<file path="config.mk">
export PLATFORM = sky130hd
export DESIGN_NAME = frame_packetizer
export DESIGN_NICKNAME = d
export VERILOG_FILES = /design/src/rtl/fp_pkg.sv /design/src/rtl/fp_div.sv /design/src/rtl/fp_front.sv /design/src/rtl/fp_cmdq.sv /design/src/rtl/fp_back.sv /design/src/rtl/frame_packetizer.sv
export SDC_FILE = /design/constraint.sdc
export NUM_CORES = 2
export LEC_CHECK = 0
export BUFFER_PORTS_ARGS = -buffer_cell sky130_fd_sc_hd__buf_2
export CAP_MARGIN = 20
export CORE_UTILIZATION = 36
export DETAILED_ROUTE_END_ITERATION = 6
export PLACE_DENSITY_LB_ADDON = 0.25
export SLEW_MARGIN = 0
export SYNTH_ARGS = -nofsm -noshare
export SYNTH_HDL_FRONTEND = slang
export SYNTH_SLANG_ARGS = --single-unit
</file>
<file path="constraint.sdc">
create_clock -name clk -period 16.4 [get_ports clk]
set_input_delay 2.46 -clock clk [delete_from_list [all_inputs] [get_ports clk]]
set_output_delay 2.46 -clock clk [all_outputs]
set_load 0.02 [all_outputs]
</file>
<file path="src/rtl/fp_pkg.sv">
// Shared types, constants and widths for the frame packetizer.
package fp_pkg;

	// Field widths fixed by the item formats.
	localparam int SIZE_W = 27;
	localparam int DIM_W = 16;
	localparam int PAY_W = 12;
	localparam int DVD_W = SIZE_W + 1;
	localparam int CNT_W = 16;

	// Largest payload a packet may carry, whatever the register holds.
	localparam int PAYLOAD_LIMIT = 2048;
	localparam logic [16:0] PAYLOAD_LIMIT_V = 17'(PAYLOAD_LIMIT);

	// Register reset value and header constants.
	localparam logic [PAY_W-1:0] MAX_PAYLOAD_RESET = 12'd1400;
	localparam logic [31:0] HDR_MAGIC = 32'h5354_524D;
	localparam int HDR_BYTES = 30;
	localparam int HDR_W = HDR_BYTES * 8;
	localparam int HCNT_W = $clog2(HDR_BYTES + 1);
	localparam logic [HCNT_W-1:0] HDR_BYTES_V = HCNT_W'(HDR_BYTES);

	// Depth of the command queue between front and back.
	localparam int CMDQ_DEPTH = 2;

	// Input item operation codes.
	localparam logic FUNC_START = 1'b0;
	localparam logic FUNC_DATA = 1'b1;

	// One input item.
	typedef struct packed {
		logic func;
		logic [SIZE_W-1:0] frame_size;
		logic [DIM_W-1:0] frame_width;
		logic [DIM_W-1:0] frame_height;
		logic [DIM_W-1:0] line_pitch;
		logic [7:0] compression_code;
		logic key_flag;
		logic [7:0] data_byte;
	} fp_item_t;

	// One result item.
	typedef struct packed {
		logic [7:0] out_byte;
		logic is_header;
		logic packet_end;
		logic run_end;
	} fp_res_t;

	// One command from the front to the back: a payload byte and, when it
	// opens a chunk, everything the header needs.
	typedef struct packed {
		logic [7:0] data_byte;
		logic hdr;
		logic pend;
		logic [31:0] frame_num;
		logic [CNT_W-1:0] pkt_idx;
		logic [CNT_W-1:0] pkt_total;
		logic [DIM_W-1:0] width;
		logic [DIM_W-1:0] height;
		logic [DIM_W-1:0] pitch;
		logic [SIZE_W-1:0] size;
		logic [31:0] orig_size;
		logic [PAY_W-1:0] chunk_len;
		logic [7:0] comp;
		logic key;
	} fp_cmd_t;

	// Front sequencer states.
	typedef enum logic [2:0] {
		F_IDLE = 3'b001,
		F_EVAL = 3'b010,
		F_DIV = 3'b100
	} fp_fstate_t;

endpackage

</file>
<file path="src/rtl/fp_div.sv">
// Restoring divider, one quotient bit per cycle, for the packet count.
module fp_div (
	input logic clk,
	input logic arst_n,
	input logic start,
	input logic [fp_pkg::DVD_W-1:0] dividend,
	input logic [fp_pkg::PAY_W-1:0] divisor,
	output logic done,
	output logic [fp_pkg::CNT_W-1:0] quotient
);
	import fp_pkg::*;

	localparam int STEP_W = $clog2(DVD_W);
	localparam logic [STEP_W-1:0] LAST_STEP = STEP_W'(DVD_W - 1);

	logic busy_q;
	logic done_q;
	logic [STEP_W-1:0] step_q;
	logic [DVD_W-1:0] dvd_q;
	logic [PAY_W-1:0] rem_q;
	logic [PAY_W-1:0] dsr_q;
	logic [PAY_W:0] rem_sh;
	logic [PAY_W:0] rem_sub;
	logic ge;

	// One trial subtraction per cycle.
	always_comb begin
		rem_sh = {rem_q, dvd_q[DVD_W-1]};
		rem_sub = rem_sh - {1'b0, dsr_q};
		ge = rem_sh >= {1'b0, dsr_q};
	end

	// Control: count the steps and flag the last one.
	always_ff @(posedge clk or negedge arst_n) begin
		if (!arst_n) begin
			busy_q <= 1'b0;
			done_q <= 1'b0;
			step_q <= '0;
		end else begin
			done_q <= 1'b0;
			if (start) begin
				busy_q <= 1'b1;
				step_q <= '0;
			end else if (busy_q) begin
				if (step_q == LAST_STEP) begin
					busy_q <= 1'b0;
					done_q <= 1'b1;
				end
				step_q <= step_q + STEP_W'(1);
			end
		end
	end

	// Datapath: the dividend shifts out as quotient bits shift in.
	always_ff @(posedge clk) begin
		if (start) begin
			dvd_q <= dividend;
			dsr_q <= divisor;
			rem_q <= '0;
		end else if (busy_q) begin
			dvd_q <= {dvd_q[DVD_W-2:0], ge};
			rem_q <= ge ? rem_sub[PAY_W-1:0] : rem_sh[PAY_W-1:0];
		end
	end

	assign done = done_q;
	assign quotient = dvd_q[CNT_W-1:0];

endmodule

</file>
<file path="src/rtl/fp_front.sv">
// Front part: takes items and configuration, tracks the frame and issues commands.
module fp_front (
	input logic clk,
	input logic arst_n,
	input logic push,
	output logic full,
	input fp_pkg::fp_item_t item,
	input logic cfg_valid,
	output logic cfg_ready,
	input logic [fp_pkg::PAY_W-1:0] cfg_data,
	output logic cmd_push,
	output fp_pkg::fp_cmd_t cmd,
	input logic cmd_full
);
	import fp_pkg::*;

	fp_fstate_t state_q;
	logic [PAY_W-1:0] max_payload_q;
	logic [31:0] frame_cnt_q;
	logic [SIZE_W-1:0] size_q;
	logic [DIM_W-1:0] width_q;
	logic [DIM_W-1:0] height_q;
	logic [DIM_W-1:0] pitch_q;
	logic [31:0] orig_q;
	logic [7:0] comp_q;
	logic key_q;
	logic [CNT_W-1:0] total_q;
	logic [SIZE_W-1:0] taken_q;
	logic [SIZE_W-1:0] chunk_start_q;
	logic [CNT_W-1:0] pkt_num_q;
	logic [PAY_W-1:0] chunk_pos_q;
	logic [7:0] byte_q;

	logic accept;
	logic [PAY_W-1:0] p_eff;
	logic [DVD_W-1:0] dividend;
	logic div_done;
	logic [CNT_W-1:0] div_quot;
	logic [31:0] area;
	logic drop;
	logic [SIZE_W-1:0] remaining;
	logic [PAY_W-1:0] chunk_len;
	logic pend;
	logic issue;

	assign accept = push && !full;
	assign full = (state_q != F_IDLE);
	assign cfg_ready = 1'b1;

	// Payload limit as used: zero acts as one, and the limit caps it.
	always_comb begin
		if (max_payload_q == '0) begin
			p_eff = PAY_W'(1);
		end else if ({5'b0, max_payload_q} > PAYLOAD_LIMIT_V) begin
			p_eff = PAYLOAD_LIMIT_V[PAY_W-1:0];
		end else begin
			p_eff = max_payload_q;
		end
	end

	// Packet count is a ceiling division, worked out by the serial divider.
	assign dividend = {1'b0, item.frame_size} + {{(DVD_W-PAY_W){1'b0}}, p_eff} - DVD_W'(1);
	assign area = {16'b0, item.frame_width} * {16'b0, item.frame_height};

	fp_div u_div (
		.clk(clk),
		.arst_n(arst_n),
		.start(accept && item.func == FUNC_START),
		.dividend(dividend),
		.divisor(p_eff),
		.done(div_done),
		.quotient(div_quot)
	);

	// Classification of a data byte against the current chunk.
	always_comb begin
		drop = (taken_q >= size_q) || (chunk_pos_q == '0 && pkt_num_q >= total_q);
		remaining = size_q - chunk_start_q;
		chunk_len = (remaining > {{(SIZE_W-PAY_W){1'b0}}, p_eff}) ? p_eff
			: remaining[PAY_W-1:0];
		pend = ({1'b0, chunk_pos_q} + (PAY_W+1)'(1)) >= {1'b0, chunk_len};
		issue = (state_q == F_EVAL) && !drop && !cmd_full;
	end

	// Command to the back part.
	always_comb begin
		cmd.data_byte = byte_q;
		cmd.hdr = (chunk_pos_q == '0);
		cmd.pend = pend;
		cmd.frame_num = frame_cnt_q - 32'd1;
		cmd.pkt_idx = pkt_num_q;
		cmd.pkt_total = total_q;
		cmd.width = width_q;
		cmd.height = height_q;
		cmd.pitch = pitch_q;
		cmd.size = size_q;
		cmd.orig_size = orig_q;
		cmd.chunk_len = chunk_len;
		cmd.comp = comp_q;
		cmd.key = key_q;
	end
	assign cmd_push = issue;

	// Configuration register.
	always_ff @(posedge clk or negedge arst_n) begin
		if (!arst_n) begin
			max_payload_q <= MAX_PAYLOAD_RESET;
		end else if (cfg_valid && cfg_ready) begin
			max_payload_q <= cfg_data;
		end
	end

	// Sequencer and frame state.
	always_ff @(posedge clk or negedge arst_n) begin
		if (!arst_n) begin
			state_q <= F_IDLE;
			frame_cnt_q <= '0;
			size_q <= '0;
			width_q <= '0;
			height_q <= '0;
			pitch_q <= '0;
			orig_q <= '0;
			comp_q <= '0;
			key_q <= 1'b0;
			total_q <= '0;
			taken_q <= '0;
			chunk_start_q <= '0;
			pkt_num_q <= '0;
			chunk_pos_q <= '0;
			byte_q <= '0;
		end else begin
			unique case (state_q)
				F_IDLE: begin
					if (accept && item.func == FUNC_START) begin
						frame_cnt_q <= frame_cnt_q + 32'd1;
						size_q <= item.frame_size;
						width_q <= item.frame_width;
						height_q <= item.frame_height;
						pitch_q <= item.line_pitch;
						orig_q <= {area[30:0], 1'b0};
						comp_q <= item.compression_code;
						key_q <= item.key_flag;
						taken_q <= '0;
						chunk_start_q <= '0;
						pkt_num_q <= '0;
						chunk_pos_q <= '0;
						state_q <= F_DIV;
					end else if (accept) begin
						byte_q <= item.data_byte;
						state_q <= F_EVAL;
					end
				end
				F_EVAL: begin
					if (drop) begin
						state_q <= F_IDLE;
					end else if (!cmd_full) begin
						taken_q <= taken_q + SIZE_W'(1);
						if (pend) begin
							chunk_pos_q <= '0;
							pkt_num_q <= pkt_num_q + CNT_W'(1);
							chunk_start_q <= taken_q + SIZE_W'(1);
						end else begin
							chunk_pos_q <= chunk_pos_q + PAY_W'(1);
						end
						state_q <= F_IDLE;
					end
				end
				F_DIV: begin
					if (div_done) begin
						total_q <= div_quot;
						state_q <= F_IDLE;
					end
				end
				default: begin
					state_q <= F_IDLE;
				end
			endcase
		end
	end

endmodule

</file>
<file path="src/rtl/fp_cmdq.sv">
// Short command queue between the front and back parts.
module fp_cmdq #(
	parameter int DEPTH = fp_pkg::CMDQ_DEPTH
) (
	input logic clk,
	input logic arst_n,
	input logic wr,
	input fp_pkg::fp_cmd_t wdata,
	output logic full,
	input logic rd,
	output fp_pkg::fp_cmd_t rdata,
	output logic empty
);
	import fp_pkg::*;

	localparam int PW = (DEPTH > 1) ? $clog2(DEPTH) : 1;
	localparam int CW = $clog2(DEPTH + 1);
	localparam logic [PW-1:0] LAST = PW'(DEPTH - 1);
	localparam logic [CW-1:0] DEPTH_V = CW'(DEPTH);

	fp_cmd_t mem_q [DEPTH];
	logic [PW-1:0] wp_q;
	logic [PW-1:0] rp_q;
	logic [CW-1:0] cnt_q;
	logic do_wr;
	logic do_rd;

	assign full = (cnt_q == DEPTH_V);
	assign empty = (cnt_q == '0);
	assign do_wr = wr && !full;
	assign do_rd = rd && !empty;
	assign rdata = mem_q[rp_q];

	// Pointers and fill count.
	always_ff @(posedge clk or negedge arst_n) begin
		if (!arst_n) begin
			wp_q <= '0;
			rp_q <= '0;
			cnt_q <= '0;
		end else begin
			if (do_wr) begin
				wp_q <= (wp_q == LAST) ? '0 : wp_q + PW'(1);
			end
			if (do_rd) begin
				rp_q <= (rp_q == LAST) ? '0 : rp_q + PW'(1);
			end
			if (do_wr && !do_rd) begin
				cnt_q <= cnt_q + CW'(1);
			end else if (do_rd && !do_wr) begin
				cnt_q <= cnt_q - CW'(1);
			end
		end
	end

	// Entry storage.
	always_ff @(posedge clk) begin
		if (do_wr) begin
			mem_q[wp_q] <= wdata;
		end
	end

endmodule

</file>
<file path="src/rtl/fp_back.sv">
// Back part: streams the header bytes of a command that opens a chunk, and the payload byte of each command.
module fp_back (
	input logic clk,
	input logic arst_n,
	input fp_pkg::fp_cmd_t cmd,
	input logic cmd_empty,
	output logic cmd_pop,
	output logic empty,
	input logic pop,
	output fp_pkg::fp_res_t result
);
	import fp_pkg::*;

	logic busy_q;
	logic [HCNT_W-1:0] hcnt_q;
	logic [HDR_W-1:0] shreg_q;
	logic [7:0] byte_q;
	logic pend_q;

	logic xfer;
	logic load_ok;
	logic in_hdr;
	logic [HDR_W-1:0] hdr_vec;

	assign in_hdr = (hcnt_q != '0);
	assign xfer = pop && busy_q;
	assign load_ok = !busy_q || (xfer && !in_hdr);
	assign cmd_pop = load_ok && !cmd_empty;
	assign empty = !busy_q;

	// Header image, big-endian, first byte at the top.
	assign hdr_vec = {HDR_MAGIC, cmd.frame_num, cmd.pkt_idx, cmd.pkt_total,
		cmd.width, cmd.height, cmd.pitch, {(32-SIZE_W){1'b0}}, cmd.size,
		cmd.orig_size, {(16-PAY_W){1'b0}}, cmd.chunk_len, cmd.comp, 7'b0, cmd.key};

	// Result seen by the consumer.
	always_comb begin
		result.out_byte = in_hdr ? shreg_q[HDR_W-1 -: 8] : byte_q;
		result.is_header = in_hdr;
		result.packet_end = !in_hdr && pend_q;
		result.run_end = !in_hdr;
	end

	// Control: busy flag and header byte count.
	always_ff @(posedge clk or negedge arst_n) begin
		if (!arst_n) begin
			busy_q <= 1'b0;
			hcnt_q <= '0;
		end else if (load_ok) begin
			busy_q <= !cmd_empty;
			hcnt_q <= (!cmd_empty && cmd.hdr) ? HDR_BYTES_V : '0;
		end else if (xfer) begin
			hcnt_q <= hcnt_q - HCNT_W'(1);
		end
	end

	// Datapath: load a command, then shift the header out a byte per transfer.
	always_ff @(posedge clk) begin
		if (cmd_pop) begin
			shreg_q <= hdr_vec;
			byte_q <= cmd.data_byte;
			pend_q <= cmd.pend;
		end else if (xfer && in_hdr) begin
			shreg_q <= {shreg_q[HDR_W-9:0], 8'h00};
		end
	end

endmodule

</file>
<file path="src/rtl/frame_packetizer.sv">
// Top level of the frame packetizer: front part, command queue and back part.
//
// A start item records a frame descriptor and occupies the input until the
// one-bit-per-cycle divider has worked out the packet count (28 steps). A
// data item is taken in the idle state, then classified against the current
// chunk and passed to the command queue in the evaluation state. The back part
// sends one result byte per transfer, so a byte that opens a chunk yields 31
// results (30 header bytes and the payload byte) and any other yields one;
// the input also stalls while the command queue is full. Dropped bytes give
// no results. The payload limit register is written over the configuration
// channel, which is always ready.
module frame_packetizer #(
	parameter int CMDQ_DEPTH = fp_pkg::CMDQ_DEPTH
) (
	input logic clk,
	input logic arst_n,
	input logic push,
	output logic full,
	input fp_pkg::fp_item_t item,
	input logic cfg_valid,
	output logic cfg_ready,
	input logic [fp_pkg::PAY_W-1:0] cfg_data,
	output logic empty,
	input logic pop,
	output fp_pkg::fp_res_t result
);
	import fp_pkg::*;

	fp_cmd_t cmd_in;
	fp_cmd_t cmd_out;
	logic cmd_push;
	logic cmd_full;
	logic cmd_pop;
	logic cmd_empty;

	// Front part.
	fp_front u_front (
		.clk(clk),
		.arst_n(arst_n),
		.push(push),
		.full(full),
		.item(item),
		.cfg_valid(cfg_valid),
		.cfg_ready(cfg_ready),
		.cfg_data(cfg_data),
		.cmd_push(cmd_push),
		.cmd(cmd_in),
		.cmd_full(cmd_full)
	);

	// Queue between the two parts.
	fp_cmdq #(
		.DEPTH(CMDQ_DEPTH)
	) u_cmdq (
		.clk(clk),
		.arst_n(arst_n),
		.wr(cmd_push),
		.wdata(cmd_in),
		.full(cmd_full),
		.rd(cmd_pop),
		.rdata(cmd_out),
		.empty(cmd_empty)
	);

	// Back part.
	fp_back u_back (
		.clk(clk),
		.arst_n(arst_n),
		.cmd(cmd_out),
		.cmd_empty(cmd_empty),
		.cmd_pop(cmd_pop),
		.empty(empty),
		.pop(pop),
		.result(result)
	);

endmodule

</file>
==> metrics.yaml <==
outcome:
  outcome: "complete, no violations"
cells_and_area:
  utilization_pct: 40.6
  nets: 5259
  multi_input_area_sq_um: 22200
  fillers: 13700
  layout-drive-gt1-share_pct: 8.49
  seqCellArea_sq_um: 27500
  diodes: 0
  area_growth_pct: 11.9
sta:
  rsz0062_at_grt: "false"
  relSlewSlack_pct: 30.2
  hold_viol: 0
  finClkSkew_ns: 0.0628
  setup_viol: 0
  fin_tns_setup_ns: 0
  tightest_slew_ns: 1.05
  drv_slew: 0
  finalCritPeriodShare_pct: 53.3
  fin_crit_ns: 8.74
  max_freq_mhz: 114
routing:
  drtIter0Drc: 2033
  wl_met3_mm: 4.64
  wl_met1_mm: 57.5
  vias: 33600
  route.detailed.drc: 0
  highest_layer: "met4"
  dr.pass1.iters: 5
  wl_per_cell_um: 19.1
  routed_via_density: 5.02
  ant_nets: 0
  wl_met2_mm: 62.6
  postRouteWirelength_mm: 128
global_route:
  grt_overflow: 0
  grt_pass1_wl_mm: 200
  antenna_found_initial: 0
  grt_max_degree: 162
  grt_pass1_vias: 33600
  track_usage_pct: 17.6
critical_path:
  worstPathRequired_ns: 16.99
  r2r-end: "u_front.chunk_start_q[23]"
  critPathSlowestCell: "a2111oi_0"
  r2r_setup_slack_ns: 7.66
  end_kind: "flop"
  setup.worst_path.start_class: "flop"
  reg2reg_depth: 34
  crit_arrival_ns: 9.32
  critPathKind: "flop to flop"
  slowest_delay_ns: 0.54
  reg2reg_from: "u_front.size_q[0]"
  cp_top_family: "compound AO/OA/AOI/OAI gates"
  crit_buf_inv: 6
  path_common_cell: "a21o_1"
  crit_fanout: 29
logic_synthesis:
  ys_seq_area_share_pct: 52.9
  syn_inst: 4655
  ys.flop_type: "edfxtp_1"
  netlist_area_sq_um: 52000
  synth_cell_types: 79
  synth_area_per_cell_sq_um: 11.2
  yosys_warnings: 0
  synth_nets: 5213
  ys_async_sr_fraction_pct: 29.1
  synth_seq_cells: 981
  synth_edf_count: 643
clock_network:
  cts_tree: "done"
  postCtsResizedCells: 0
  h-tree-depth: 3
  post-cts-setup-buffer-count: 0
  cts_buffers: 108
  clk_latency_ns: 0.75
  hold_buffers: 0
  cts.sinks: 981
  root_buffer: "clkbuf_16"
  clk_pin_slew_ns: 0.06
  clk_path_buf_depth: 3
floorplan:
  die_area_sq_um: 146000
  ios: 124
  fp.dieW_um: 382
  std_cell_rows: 139
  die_h_um: 382
  core_region_area_sq_um: 143000
  start_util_pct: 36.3
worst_hold_path:
  hold_end: "u_cmdq.mem_q[0][109]"
  hp-start: "u_front.height_q[14]"
  hp-class: "flop to flop"
  hold_depth: 0
pwr:
  p_leak_nw: 25.0
  power_density_nw_per_um2: 177
  vdd_drop_max_mv: 0.202
placement:
  gp_congestion: 0.860
  place_hpwl_mm: 87.7
  port_buffers: 122
flow_run:
  cap_violations: 0
## cell usage in the layout (no fill, tap or decap), types with 76 or more instances in the layout
master / n
buf_2: 122
nor2_1: 100
nand2_1: 880
dfrtp_1: 277
o21ai_0: 355
xnor2_1: 80
clkbuf_16: 108
and2_1: 102
fa_1: 196
nand3_1: 76
mux2i_1: 232
inv_1: 405
ha_1: 252
edfxtp_1: 643
a21oi_1: 137
xor2_1: 86
## area by class of cell
type	count	area share (%)
inverter	408	2.65
clock inverter	45	0.939
sequential	981	47.3
multi-input combinational	3041	38.1
tap	1903	4.09
clock buffer	157	5.27
timing repair buffer	161	1.65
## worst register-to-register path, delay by kind of cell (launching register included)
kind,cells,cell delay (ns)
buffers and inverters,6,1.41
flip-flops,1,0.46
multiplexers,2,0.94
XOR/XNOR,1,0.23
AO/OA/AOI/OAI,18,3.93
adder cells (fa/ha/maj),4,1.19
AND/OR/NAND/NOR,3,0.45
## metal layers
metal | global-route usage [%] | up-vias
met2 | 29.4 | 587
met4 | 4.58 | 0
met1 | 23.8 | 16700
li1 | - | 16100
met3 | 2.45 | 153
met5 | 0 | -
## how the worst max path moves through the flow
stage                    startpoint  depth (start not counted)                        end  slack, ns
4_1_cts           u_front.size_q[0]                         34  u_front.chunk_start_q[23]       7.76
6_report          u_front.size_q[0]                         34  u_front.chunk_start_q[23]       7.66
3_5_place_dp               item[54]                         24         u_front.orig_q[30]       7.51
5_1_grt           u_front.size_q[0]                         35  u_front.chunk_start_q[23]       7.10
3_3_place_gp               item[58]                         24         u_front.orig_q[31]       7.63
2_1_floorplan  u_front.pkt_num_q[0]                         12         u_cmdq.mem_q[0][0]       4.28
## cell families (layout without fill, tap and decap cells)
family	after synthesis	count (layout)	synth area share (%)
flops	981	981	52.9
buf+inv	633	771	4.61
fa+ha+maj	448	448	13.6
simple gates	1395	1395	11.9
xor+xnor	166	166	2.79
mux	283	283	5.57
compound gates	748	748	8.62
other cells	1	1	0.00721
## cells in the mapped netlist, drive strengths merged, types with 11 or more instances
| library cell | number | share of area [%] |
|---|---|---|
| nand2 | 881 | 6.4 |
| edfxtp | 643 | 37 |
| inv | 406 | 2.9 |
| o21ai | 358 | 3.4 |
| dfrtp | 278 | 13 |
| ha | 252 | 6.1 |
| mux2i | 232 | 4.5 |
| clkbuf | 207 | 1.5 |
| fa | 196 | 7.5 |
| a21oi | 139 | 1.3 |
| and2 | 104 | 1.3 |
| nor2 | 100 | 0.72 |
| xor2 | 86 | 1.4 |
| xnor2 | 80 | 1.3 |
| nand3 | 77 | 0.74 |
| a21o | 55 | 0.79 |
| dfxtp | 53 | 2.0 |
| mux2 | 51 | 1.1 |
| nor3 | 36 | 0.35 |
| nand2b | 35 | 0.42 |
| nand4 | 35 | 0.42 |
| a31oi | 27 | 0.32 |
| and3 | 27 | 0.32 |
| o21a | 25 | 0.36 |
| nor2b | 22 | 0.26 |
| a211oi | 19 | 0.27 |
| buf | 18 | 0.18 |
| or3 | 16 | 0.19 |
| o31ai | 13 | 0.19 |
| nor4 | 12 | 0.16 |
| or2 | 12 | 0.14 |
| nor3b | 11 | 0.16 |
| o211ai | 11 | 0.16 |
| o21bai | 11 | 0.16 |
## metrics by stage
step / power, mW / area [sq um] / hold slack [ns] / std cells / worst slack (ns)
finish: 10.3 / 58200 / 0.426 / 6696 / 7.66
global route: 11.1 / 58200 / 0.429 / 6696 / 7.10
CTS: 10.5 / 58200 / 0.413 / 6695 / 7.76
detailed placement: 7.96 / 54600 / 0.445 / 6493 / 7.51
global placement: 7.91 / 54600 / 0.437 / 6493 / 7.63
floorplan: 6.75 / 52000 / 0.432 / 4655 / 4.28
## flip-flops by register name (all words and copies together), names as in the netlist, 8 cells and up
name / count
u_front.size_q: 27
u_front.chunk_pos_q: 12
u_back.shreg_q: 233
u_front.height_q: 16
u_front.orig_q: 31
u_front.total_q: 16
u_front.frame_cnt_q: 32
u_front.max_payload_q: 12
u_front.u_div.rem_q: 12
u_cmdq.mem_q: 402
u_front.chunk_start_q: 27
u_front.u_div.dvd_q: 28
u_back.byte_q: 8
u_front.pkt_num_q: 16
u_front.u_div.dsr_q: 12
u_front.pitch_q: 16
u_front.taken_q: 27
u_front.comp_q: 8
u_front.byte_q: 8
u_front.width_q: 16
## power by group
group	total, mW	switching (mW)	leakage (nW)	internal [mW]
clock	2.45	1.03	1.75	1.42
sequential	3.75	0.387	10.2	3.36
combinational	4.11	2.45	13.0	1.65
total	10.3	3.87	25.0	6.44
Power figures use the tool's default switching activity.
